**src/ddt_pkg.sv**
```systemverilog
package ddt_pkg;

   localparam int TicksWidth  = 62;
   localparam int StatusWidth = 2;

   typedef enum logic [1:0] {
      STATUS_OK      = 2'd0,
      STATUS_INVALID = 2'd1,
      STATUS_SCALE   = 2'd2
   } status_type;

   // 1899-12-30 in ms from 0001-01-01, and 10000-01-01 in ms
   localparam logic signed [49:0] EpochShiftMs = 50'sd59926435200000;
   localparam logic signed [49:0] LimitMs      = 50'sd315537897600000;
   localparam logic [26:0]        MsPerDay     = 27'd86400000;
   // odd factor of a day in ms: 86400000 = 84375 * 2^10
   localparam logic [16:0]        MsPerDayOdd  = 17'd84375;
   localparam logic [13:0]        TicksPerMs   = 14'd10000;

   // date interval bounds as binary64 patterns
   localparam logic [63:0] DateHighBits = 64'h41469241_00000000; // 2958466.0
   localparam logic [63:0] DateLowMag   = 64'h41241036_00000000; // 657435.0

   // state between the decode stage and the mantissa multiply stage
   typedef struct packed {
      logic        invalid;
      logic        neg;
      logic        zero;
      logic [10:0] exp;
      logic [52:0] mant;
      logic [19:0] day;     // whole days of the magnitude
   } dec_type;

   // product of a 53-bit mantissa and 86400000, sign and exponent
   typedef struct packed {
      logic        invalid;
      logic        neg;
      logic        zero;
      logic [10:0] exp;
      logic [79:0] prod;
      logic [47:0] day_ms;  // whole days in ms
   } mul_type;

   // truncated millisecond magnitude after rounding
   typedef struct packed {
      logic        invalid;
      logic        neg;
      logic [47:0] mag;
      logic [47:0] day_ms;
   } rnd_type;

   typedef struct packed {
      logic               invalid;
      logic signed [49:0] millis;
   } ofs_type;

endpackage

```
**src/ddt_decode.sv**
```systemverilog
module ddt_decode (
   input  logic             [63:0] date_bits,
   output ddt_pkg::dec_type        dec
);
   import ddt_pkg::*;

   logic        sign;
   logic [10:0] exp;
   logic [51:0] frac;
   logic [52:0] mant;
   logic        is_nan;
   logic        in_range;

   assign sign = date_bits[63];
   assign exp  = date_bits[62:52];
   assign frac = date_bits[51:0];
   assign mant = {(exp != 11'd0), frac};
   assign is_nan = (exp == 11'h7ff) && (frac != 52'd0);

   // magnitude ordering of binary64 patterns matches integer ordering
   always_comb begin
      if (!sign) in_range = date_bits[62:0] < DateHighBits[62:0];
      else       in_range = date_bits[62:0] < DateLowMag[62:0];
   end

   always_comb begin
      dec.invalid = is_nan || !in_range;
      dec.neg     = sign && (date_bits[62:0] != 63'd0);
      dec.zero    = (exp == 11'd0);
      dec.exp     = (exp == 11'd0) ? 11'd1 : exp;
      dec.mant    = mant;
      // integer part of the magnitude, only needed below 2^20
      if (exp >= 11'd1023 && exp <= 11'd1075) dec.day = 20'(mant >> (11'd1075 - exp));
      else                                    dec.day = 20'd0;
   end
endmodule

```
**src/ddt_round.sv**
```systemverilog
module ddt_round (
   input  ddt_pkg::mul_type mul,
   output ddt_pkg::rnd_type rnd
);
   import ddt_pkg::*;

   // prod has msb at bit 79 or 78; value = prod * 2^(exp-1075)
   logic        top;
   logic [52:0] m;       // leading 53 product bits, before rounding
   logic [53:0] m_rnd;
   logic        g, st;
   logic signed [12:0] e2;  // value = m * 2^e2
   logic [54:0] q;       // fixed point with 1 fractional bit
   logic [47:0] mag;
   logic [12:0] sh;
   logic [55:0] sfix;
   logic        lsb;

   always_comb begin
      top = mul.prod[79];
      if (top) begin
         m  = mul.prod[79:27];
         g  = mul.prod[26];
         st = |mul.prod[25:0];
         e2 = $signed({2'b00, mul.exp}) - 13'sd1075 + 13'sd27;
      end else begin
         m  = mul.prod[78:26];
         g  = mul.prod[25];
         st = |mul.prod[24:0];
         e2 = $signed({2'b00, mul.exp}) - 13'sd1075 + 13'sd26;
      end
      m_rnd = {1'b0, m} + {53'd0, (g && (st || m[0]))};
      if (m_rnd[53]) begin
         m_rnd = m_rnd >> 1;
         e2 = e2 + 13'sd1;
      end
      // scaled value is at most about 2.6e14, so e2 <= -5 here in range
      // add 0.5 in binary64: result keeps 53 bits, round to nearest even
      // work in units of 2^-1 when e2 >= -1, else exact fraction below half
      mag  = 48'd0;
      sh   = 13'd0;
      sfix = 56'd0;
      lsb  = 1'b0;
      q    = 55'd0;
      if (mul.zero && (mul.prod == 80'd0)) begin
         mag = 48'd0;
      end else if (e2 >= 13'sd0) begin
         mag = 48'(m_rnd[52:0] << e2[5:0]);
      end else if (e2 == -13'sd1) begin
         // value = m/2, adding half: (m+1)/2 exact in 53 bits unless carry
         q = {1'b0, m_rnd} + 55'd1;
         if (q[54:53] != 2'b00 && q[0]) begin
            // 54-bit result: drop lsb, round even
            mag = 48'(q >> 1);
            if (q[1]) mag = mag + 48'd1;
         end else begin
            mag = 48'(q >> 1);
         end
      end else begin
         // value < 2^52, ulp <= 2^-2; value + 0.5 exact when it fits 53 bits
         sh = 13'(-e2);
         if (sh > 13'd60) begin
            mag = 48'd0;
         end else begin
            sfix = 56'({2'b00, m_rnd} << 1) + (56'd1 << sh[5:0]);
            // sum in units 2^(e2-1), bit 0 always clear; a 54-bit sum drops
            // bit 1, which is an exact tie, so round to even on bit 2
            if (sfix[54] && sfix[1]) begin
               lsb  = sfix[2];
               sfix = sfix + (lsb ? 56'd2 : 56'd0);
               sfix = {sfix[55:2], 2'b00};
            end
            mag = 48'(sfix >> (sh[5:0] + 6'd1));
         end
      end
      rnd.invalid = mul.invalid;
      rnd.neg     = mul.neg;
      rnd.mag     = mag;
      rnd.day_ms  = mul.day_ms;
   end
endmodule

```
**src/double_date_to_ticks.sv**
```systemverilog
// date to ticks converter
// req channel: one binary64 date per word, days since 1899-12-30
// rsp channel: 62-bit tick count plus a 2-bit status per word
// status 0 ok, 1 invalid date or nan, 2 out of tick scale; ticks 0 on error
// five register stages: decode, mantissa multiply, double rounding,
// negative fold and epoch offset, scale by 10000 and range check
// rsp_tvalid rises once an accepted word reaches the fifth stage register
// throughput one word per clock while rsp_tready is high; each stage holds unless the next moves
// when rsp_tready is low the pipe fills and req_tready drops; nothing lost
// reset clears the valid bits only; data registers are left alone
// the rounding stage holds an increment, an add and a shifter
// the day remainder for the fold comes from whole days times a day in ms
module double_date_to_ticks (
   input  logic        clock,
   input  logic        reset,
   input  logic        req_tvalid,
   output logic        req_tready,
   input  logic [63:0] req_tdata,   // [63:0] date_bits
   output logic        rsp_tvalid,
   input  logic        rsp_tready,
   output logic [63:0] rsp_tdata    // [61:0] ticks, [63:62] status
);
   import ddt_pkg::*;

   logic [4:0] vld_ff;
   logic [4:0] adv;

   dec_type dec_c, s1_ff;
   mul_type s2_ff;
   rnd_type rnd_c, s3_ff;
   ofs_type s4_ff;
   logic [61:0] tick_ff;
   logic [1:0]  stat_ff;

   logic signed [49:0] m_in;
   logic signed [49:0] rem_raw;
   logic signed [27:0] rem;
   logic signed [49:0] millis_in;
   logic [63:0] prod_in;
   logic [69:0] mant_prod;
   logic [37:0] day_prod;

   // stage advance: a stage loads when it is empty or its word moves on
   always_comb begin
      adv[4] = !vld_ff[4] || rsp_tready;
      adv[3] = !vld_ff[3] || adv[4];
      adv[2] = !vld_ff[2] || adv[3];
      adv[1] = !vld_ff[1] || adv[2];
      adv[0] = !vld_ff[0] || adv[1];
   end
   assign req_tready = adv[0];

   ddt_decode u_dec (.date_bits(req_tdata), .dec(dec_c));
   ddt_round  u_rnd (.mul(s2_ff), .rnd(rnd_c));

   // products by the odd part of a day, the 2^10 factor is a shift
   always_comb begin
      mant_prod = 70'(s1_ff.mant) * 70'(MsPerDayOdd);
      day_prod  = 38'(s1_ff.day) * 38'(MsPerDayOdd);
   end

   // fold a negative count: m - 2*(m rem day), m rem via truncation
   // magnitude minus whole days lands in [-1, day], one correction step
   always_comb begin
      m_in = s3_ff.neg ? -$signed({2'd0, s3_ff.mag}) : $signed({2'd0, s3_ff.mag});
      rem_raw = $signed({2'd0, s3_ff.mag}) - $signed({2'd0, s3_ff.day_ms});
      if (rem_raw < 50'sd0)
         rem_raw = rem_raw + $signed({23'd0, MsPerDay});
      else if (rem_raw >= $signed({23'd0, MsPerDay}))
         rem_raw = rem_raw - $signed({23'd0, MsPerDay});
      rem = rem_raw[27:0];
      if (s3_ff.neg) millis_in = m_in + $signed({rem, 1'b0}) + EpochShiftMs;
      else           millis_in = m_in + EpochShiftMs;
      prod_in = 64'(s4_ff.millis) * 64'(TicksPerMs);
   end

   always_ff @(posedge clock) begin
      if (reset) begin
         vld_ff <= 5'd0;
      end else begin
         if (adv[0]) vld_ff[0] <= req_tvalid;
         if (adv[1]) vld_ff[1] <= vld_ff[0];
         if (adv[2]) vld_ff[2] <= vld_ff[1];
         if (adv[3]) vld_ff[3] <= vld_ff[2];
         if (adv[4]) vld_ff[4] <= vld_ff[3];
      end
   end

   always_ff @(posedge clock) begin
      if (adv[0]) s1_ff <= dec_c;
      if (adv[1]) begin
         s2_ff.invalid <= s1_ff.invalid;
         s2_ff.neg     <= s1_ff.neg;
         s2_ff.zero    <= s1_ff.zero;
         s2_ff.exp     <= s1_ff.exp;
         s2_ff.prod    <= {mant_prod, 10'd0};
         s2_ff.day_ms  <= {day_prod, 10'd0};
      end
      if (adv[2]) s3_ff <= rnd_c;
      if (adv[3]) begin
         s4_ff.invalid <= s3_ff.invalid;
         s4_ff.millis  <= millis_in;
      end
      if (adv[4]) begin
         if (s4_ff.invalid) begin
            stat_ff <= STATUS_INVALID;
            tick_ff <= '0;
         end else if (s4_ff.millis < 50'sd0 || s4_ff.millis >= LimitMs) begin
            stat_ff <= STATUS_SCALE;
            tick_ff <= '0;
         end else begin
            stat_ff <= STATUS_OK;
            tick_ff <= prod_in[61:0];
         end
      end
   end

   assign rsp_tvalid = vld_ff[4];
   assign rsp_tdata  = {stat_ff, tick_ff};
endmodule

```
**config.mk**
```make
export PLATFORM = sky130hd
export DESIGN_NAME = double_date_to_ticks
export DESIGN_NICKNAME = d
export VERILOG_FILES = /design/src/ddt_pkg.sv /design/src/ddt_decode.sv /design/src/ddt_round.sv /design/src/double_date_to_ticks.sv
export SDC_FILE = /design/constraint.sdc
export NUM_CORES = 2
export LEC_CHECK = 0
export ABC_AREA = 1
export ABC_CLOCK_PERIOD_IN_PS = 9770
export BUFFER_PORTS_ARGS = -buffer_cell sky130_fd_sc_hd__buf_2
export CAP_MARGIN = 25
export CORE_AREA = 2 2 389 391
export CTS_CLUSTER_DIAMETER = 60
export DETAILED_ROUTE_END_ITERATION = 12
export DIE_AREA = 0 0 391 393
export GPL_TIMING_DRIVEN = 0
export PLACE_DENSITY = 0.65
export SYNTH_ARGS = -nofsm -noshare
export SYNTH_HDL_FRONTEND = slang
export SYNTH_SLANG_ARGS = --single-unit
```
**constraint.sdc**
```tcl
create_clock -name clock -period 9.77 [get_ports clock]
set_input_delay 0.4885 -clock clock [delete_from_list [all_inputs] [get_ports clock]]
set_output_delay 0.4885 -clock clock [all_outputs]
set_load 0.02 [all_outputs]
```
Word-level counts from Yosys, hierarchy flattened. Index checks and enable logic that the tools add are counted.

Flip-flop bits (word level): 415. Word-level logic and storage cells: 117. Input port bits: 68.

Muxes and demuxes: 23. Shifts and indexed selects: 4. $add $sub $neg: 19. Multipliers: 3. Reduce and logical (&&, ||, !) cells: 30. Equality and inequality tests: 2. $lt $le $gt $ge: 10.

Operator list (number): 2-to-1 mux 56 bit (5); 2-to-1 mux 48 bit (5); < comparator 63 bit (second input constant) (2); 2-to-1 mux 53 bit (2); adder 50 x 47 -> 50 bit (second input constant) (2); 2-to-1 mux 50 bit (2); zero test 80 bit (1); multiplier 53 x 17 -> 70 bit (second input constant) (1); multiplier 64 x 10 -> 58 bit (second input constant) (1); nonzero test 63 bit (1); adder 54 x 56 -> 56 bit (1); adder 56 bit (1); 2-to-1 mux 28 bit (2); left shift 1 x 6 -> 56 bit (first input constant) (1); right shift 56 x 6 -> 48 bit (1); adder 53 x 1 -> 54 bit (1); adder 53 x 1 -> 54 bit (second input constant) (1); left shift 53 x 6 -> 48 bit (1); right shift 53 x 11 -> 20 bit (1); nonzero test 52 bit (1); adder 50 x 29 -> 50 bit (1); greater-or-equal comparator 50 bit (second input constant) (1); < comparator 50 x 1 -> 1 bit (second input constant) (1); negator 48 -> 50 bit (1); other kinds (31) (54).

Depth between registers and ports, before layout.
Depth in word-level cells: 20. Gate-level depth with buffers: 59. Depth with buffers taken out: 56.

By module. Synthesis repeated with hierarchy kept, for this count alone.

Cells, all modules: 11871. Area, all modules: 80951.4 µm².

Modules (own cells, without submodules): double_date_to_ticks (instances 1, area each 56426.6 µm², sequential area each 12622.1 µm², cells each 6795); ddt_round (instances 1, area each 19870.3 µm², sequential area each 0.0 µm², cells each 4156); ddt_decode (instances 1, area each 4654.5 µm², sequential area each 0.0 µm², cells each 920).

Worst setup path before layout. No wires, ideal clock.

Path kind: input-to-reg. Start point: input rsp_tready. End point: register s2_ff[100] (netlist name), enable pin. Library setup time: 0.474 ns. Setup slack: 1.924 ns. Cell stages on the path: 8. Arrival time: 7.371 ns. Required time: 9.296 ns. Buffers on the path: 0. Cell sequence: nor2_1 -> inv_1 -> nor2_1 -> inv_1 -> nor2_1 -> inv_1 -> nor2_1 -> inv_1.

Cells in the longest elaborated chain, start to end: 4.

RTL lines: start: declaration (RTL line double_date_to_ticks.sv:20) `input logic rsp_tready,`; logical OR 1 bit (RTL line double_date_to_ticks.sv:45) `adv[4] = !vld_ff[4] || rsp_tready;`; via adv[4] (RTL line double_date_to_ticks.sv:26) `logic [4:0] adv;`; logical OR 1 bit (RTL line double_date_to_ticks.sv:46) `adv[3] = !vld_ff[3] || adv[4];`; via adv[3] (RTL line double_date_to_ticks.sv:26); logical OR 1 bit (RTL line double_date_to_ticks.sv:47) `adv[2] = !vld_ff[2] || adv[3];`; via adv[2] (RTL line double_date_to_ticks.sv:26); logical OR 1 bit (RTL line double_date_to_ticks.sv:48) `adv[1] = !vld_ff[1] || adv[2];`; via adv[1] (RTL line double_date_to_ticks.sv:26); end: declaration (RTL line double_date_to_ticks.sv:29) `mul_type s2_ff;`.

The timed path passes the listed nets, and every way through them passes these cells. A chain may end at the register's enable or synchronous reset.

Worst setup path after layout.
Start point: register s2_ff[127] (netlist name). End point: register s3_ff[86] (netlist name), data pin.

Cells in the longest elaborated chain, start to end: 19. Elaborated cells between the ends (all ways): 38.

RTL lines: 2-to-1 mux 1 bit or 2-to-1 mux 53 bit (tied branches) (RTL line ddt_round.sv:21) `if (top) begin`; logical OR 1 bit (RTL line ddt_round.sv:32) `m_rnd = {1'b0, m} + {53'd0, (g && (st || m[0]))};`; logical AND 1 bit (RTL line ddt_round.sv:32); adder 53 x 1 -> 54 bit (RTL line ddt_round.sv:32); 2-to-1 mux 13 bit (RTL line ddt_round.sv:33) `if (m_rnd[53]) begin`; negator 13 bit (RTL line ddt_round.sv:61) `sh = 13'(-e2);`; left shift 1 x 6 -> 56 bit (RTL line ddt_round.sv:65) `sfix = 56'({2'b00, m_rnd} << 1) + (56'd1 << sh[5:0]);`; adder 54 x 56 -> 56 bit (RTL line ddt_round.sv:65); (+3 left out); 2-to-1 mux 56 bit (RTL line ddt_round.sv:62) `if (sh > 13'd60) begin`; 2-to-1 mux 56 bit (RTL line ddt_round.sv:49) `end else if (e2 == -13'sd1) begin`; 2-to-1 mux 56 bit (RTL line ddt_round.sv:47) `end else if (e2 >= 13'sd0) begin`; 2-to-1 mux 56 bit (RTL line ddt_round.sv:45) `if (mul.zero && (mul.prod == 80'd0)) begin`; right shift 56 x 6 -> 48 bit (RTL line ddt_round.sv:73) `mag = 48'(sfix >> (sh[5:0] + 6'd1));`; 2-to-1 mux 48 bit (RTL line ddt_round.sv:62); 2-to-1 mux 48 bit (RTL line ddt_round.sv:49); 2-to-1 mux 48 bit (RTL line ddt_round.sv:47); end signal: assignment (RTL line double_date_to_ticks.sv:99) `if (adv[2]) s3_ff <= rnd_c;`; end: declaration (RTL line double_date_to_ticks.sv:30) `rnd_type rnd_c, s3_ff;`.

Parallel ways exist; a longest one is shown, timed or not. The select of a mux whose other input is x is not followed.

==> results_dict.tcl <==
set metrics [dict create \
    cpMostUsedCell "nand2_1" \
    ys_ff_latch 411 \
    synthTopCellsByArea "edfxtp_1, fa_1, ha_1" \
    grt_pass1_wl_um 395700 \
    path_clk_slew_ns 0.06 \
    arrival_ns 9.71 \
    ys_async_sr_fraction 0 \
    synth_top_area_cell "edfxtp_1" \
    chipHeight_um 393 \
    fin_crit_ns 9.290 \
    netlist-cell-type-count 75 \
    syn_area_um2 74190 \
    gp_congestion 1.042 \
    drv_cap 0 \
    worstPathMaxFanout 18 \
    port_buffers 127 \
    crit_type "reg2reg" \
    n_antenna_cell 0 \
    yosys_warnings 0 \
    start_util 0.4971 \
    die_w_um 391 \
    fin_util 0.5334 \
    synth_edf_count 406 \
    synth_top_area_share 0.1643 \
    synthTopCellsByCount "inv_1, nand2_1, nor2_1" \
    status "complete, no violations" \
    crit_path_end_kind "flip-flop" \
    num_rows 142 \
    drive_gt1_frac 0.04304 \
    rsz0062_at_grt "no" \
    post_cts_buffers 0 \
    grt_max_degree 83 \
    synth_cells 10490 \
    antenna_found_initial 7 \
    nets 12200 \
    critPathLaunchType "flip-flop" \
    numCtsBuffers 55 \
    finalMaxSlewViolations 0 \
    clock_latency_ns 0.69 \
    vias 70030 \
    setup_violations 0 \
    coreArea_um2 149200 \
    skew_ns 0.09707 \
    hold_class "in2reg" \
    yosysMostFrequentCell "inv_1" \
    synth_ff_type "edfxtp_1" \
    cts_tree "done" \
    grt_overflow 0 \
    grt_pass1_vias 68560 \
    cts_max_level 2 \
    placed_cell_area_um2 77430 \
    die_area_um2 153700 \
    synthToLayoutAreaGrowth_pct 7.306 \
    grt.total_usage 0.3345 \
    final_area_um2 79610 \
    cp_num_buf_inv 8 \
    antenna_left 0 \
    slowest_stage "buf_1" \
    routed_wl_um 258400 \
    synth-seq-area-share 0.1657 \
    hold_viol 0 \
    relSlewSlack 0.2122 \
    required_ns 10.19 \
    synth.avg_cell_area_um2 7.074 \
    drt_iter0_markers 5707 \
    avgViaCountPerCell 5.524 \
    cp_slowest_stage_delay_ns 0.63 \
    drc 0 \
    period_share 0.9509 \
    max_freq_mhz 107.6 \
    clockRootBuffer "clkbuf_16" \
    firstDrtPassIters 8 \
    fillCellCount 14850 \
    cts.path.max_buffers 3 \
    post_drt_wl_per_cell_um 20.38 \
    io_pins 134 \
    dp_hpwl_um 223500 \
    cts_sinks 411 \
    worst_pin_slew_ns 1.182 \
    critPathTopFamily "simple AND/OR/NAND/NOR gates" \
]
==> layout by cell type (no fill, tap or decap), types with 17 or more instances in the layout <==
cell type,synthesis,final
nand2_1,2169,2160
fa_1,598,598
o21bai_1,20,20
a21oi_1,561,554
o21ai_0,542,539
clkbuf_16,0,55
edfxtp_1,406,406
o31ai_1,17,17
buf_2,28,154
buf_1,53,50
o21a_1,53,53
or2_2,21,21
o211ai_1,53,53
nand4_1,132,132
ha_1,846,838
xnor2_1,102,102
nor2_1,870,861
a31oi_1,87,87
buf_4,11,17
nand3_1,826,822
inv_2,29,31
nor3_1,103,100
xor2_1,258,253
o21ai_1,59,62
mux2i_1,24,24
nor4_1,51,50
nand2_2,22,28
clkbuf_1,149,154
nor2_2,17,23
inv_1,2182,2178
==> worst register-to-register path, delay by kind of cell (launching register included) <==
family	cells	cell delay (ns)
AO/OA/AOI/OAI	2	0.42
flip-flops	1	0.43
buffers and inverters	8	1.90
AND/OR/NAND/NOR	32	5.38
adder cells (fa/ha/maj)	3	0.90
==> timing repair <==
| item | 4_1_cts | 5_1_grt |
|---|---|---|
| endpoints found under the setup margin | 48 | 48 |
| hold endpoints to repair | 10 | 0 |
| gates resized for setup | 21 | 51 |
| hold buffers | 10 | 0 |
==> routing by layer <==
layer  share of wire  GRT usage  routed length (µm)  vias to the layer above
li1                -          -                   -                    34030
met2            0.45     0.5403              115200                     2394
met3           0.063    0.04020               16380                      501
met5         0.00027          0                  70                        -
met4           0.048     0.1400               12320                       10
met1            0.44     0.4536              114400                    33090
==> state kept, by name, indices dropped and copies added (netlist names) <==
register,flops
s2_ff,121
s1_ff,87
s3_ff,87
tick_ff,58
s4_ff,51
vld_ff,5
stat_ff,2
==> per-stage QoR <==
step / hold slack [ns] / setup TNS [ns] / cells / worst slack (ns)
final: 0.04414 / 0 / 12680 / 0.4798
after global routing: 0.03582 / 0 / 12680 / 0.02747
after CTS: 0.009820 / 0 / 12680 / 0.07306
after detailed placement: 0.4045 / -44.71 / 12570 / -1.281
after global placement: 0.4018 / -209.80 / 12560 / -1.254
after floorplan: 0.4003 / 0 / 10490 / 1.924
==> logic make-up after synthesis <==
| logic type | count (synthesis) | share of synthesized area |
|---|---|---|
| simple gates | 4272 | 0.2450 |
| buf+inv | 2478 | 0.1279 |
| compound gates | 1496 | 0.1114 |
| fa+ha+maj | 1444 | 0.3041 |
| flops | 411 | 0.1657 |
| xor+xnor | 361 | 0.04272 |
| mux | 24 | 0.003238 |
| other cells | 1 | 0.00005055 |
==> cell type report <==
type                       count  area (µm²)  share of cell area
clock buffer                  66        1428             0.01793
tap                         1944        2432             0.03055
timing repair buffer         146       895.9             0.01125
buffer                       253        1155             0.01451
clock inverter                33       410.4            0.005155
sequential                   411       12290              0.1544
inverter                    2223        8356              0.1050
multi-input combinational   7601       52640              0.6612
==> path summary, 6_finish.rpt <==
check                              startpoint          to  slack, ns  depth (start not counted)
worst min register to register      s1_ff[79]  s2_ff[134]       0.42                          0
worst max-delay path               s2_ff[127]   s3_ff[86]       0.48                         45
worst max register to register     s2_ff[127]   s3_ff[86]       0.48                         45
worst min-delay path            req_tdata[20]   s1_ff[40]       0.04                          1
Power is left out: the tool's default activity adds up to more than one toggle a clock period on the data nets, which glitch-free logic cannot reach.
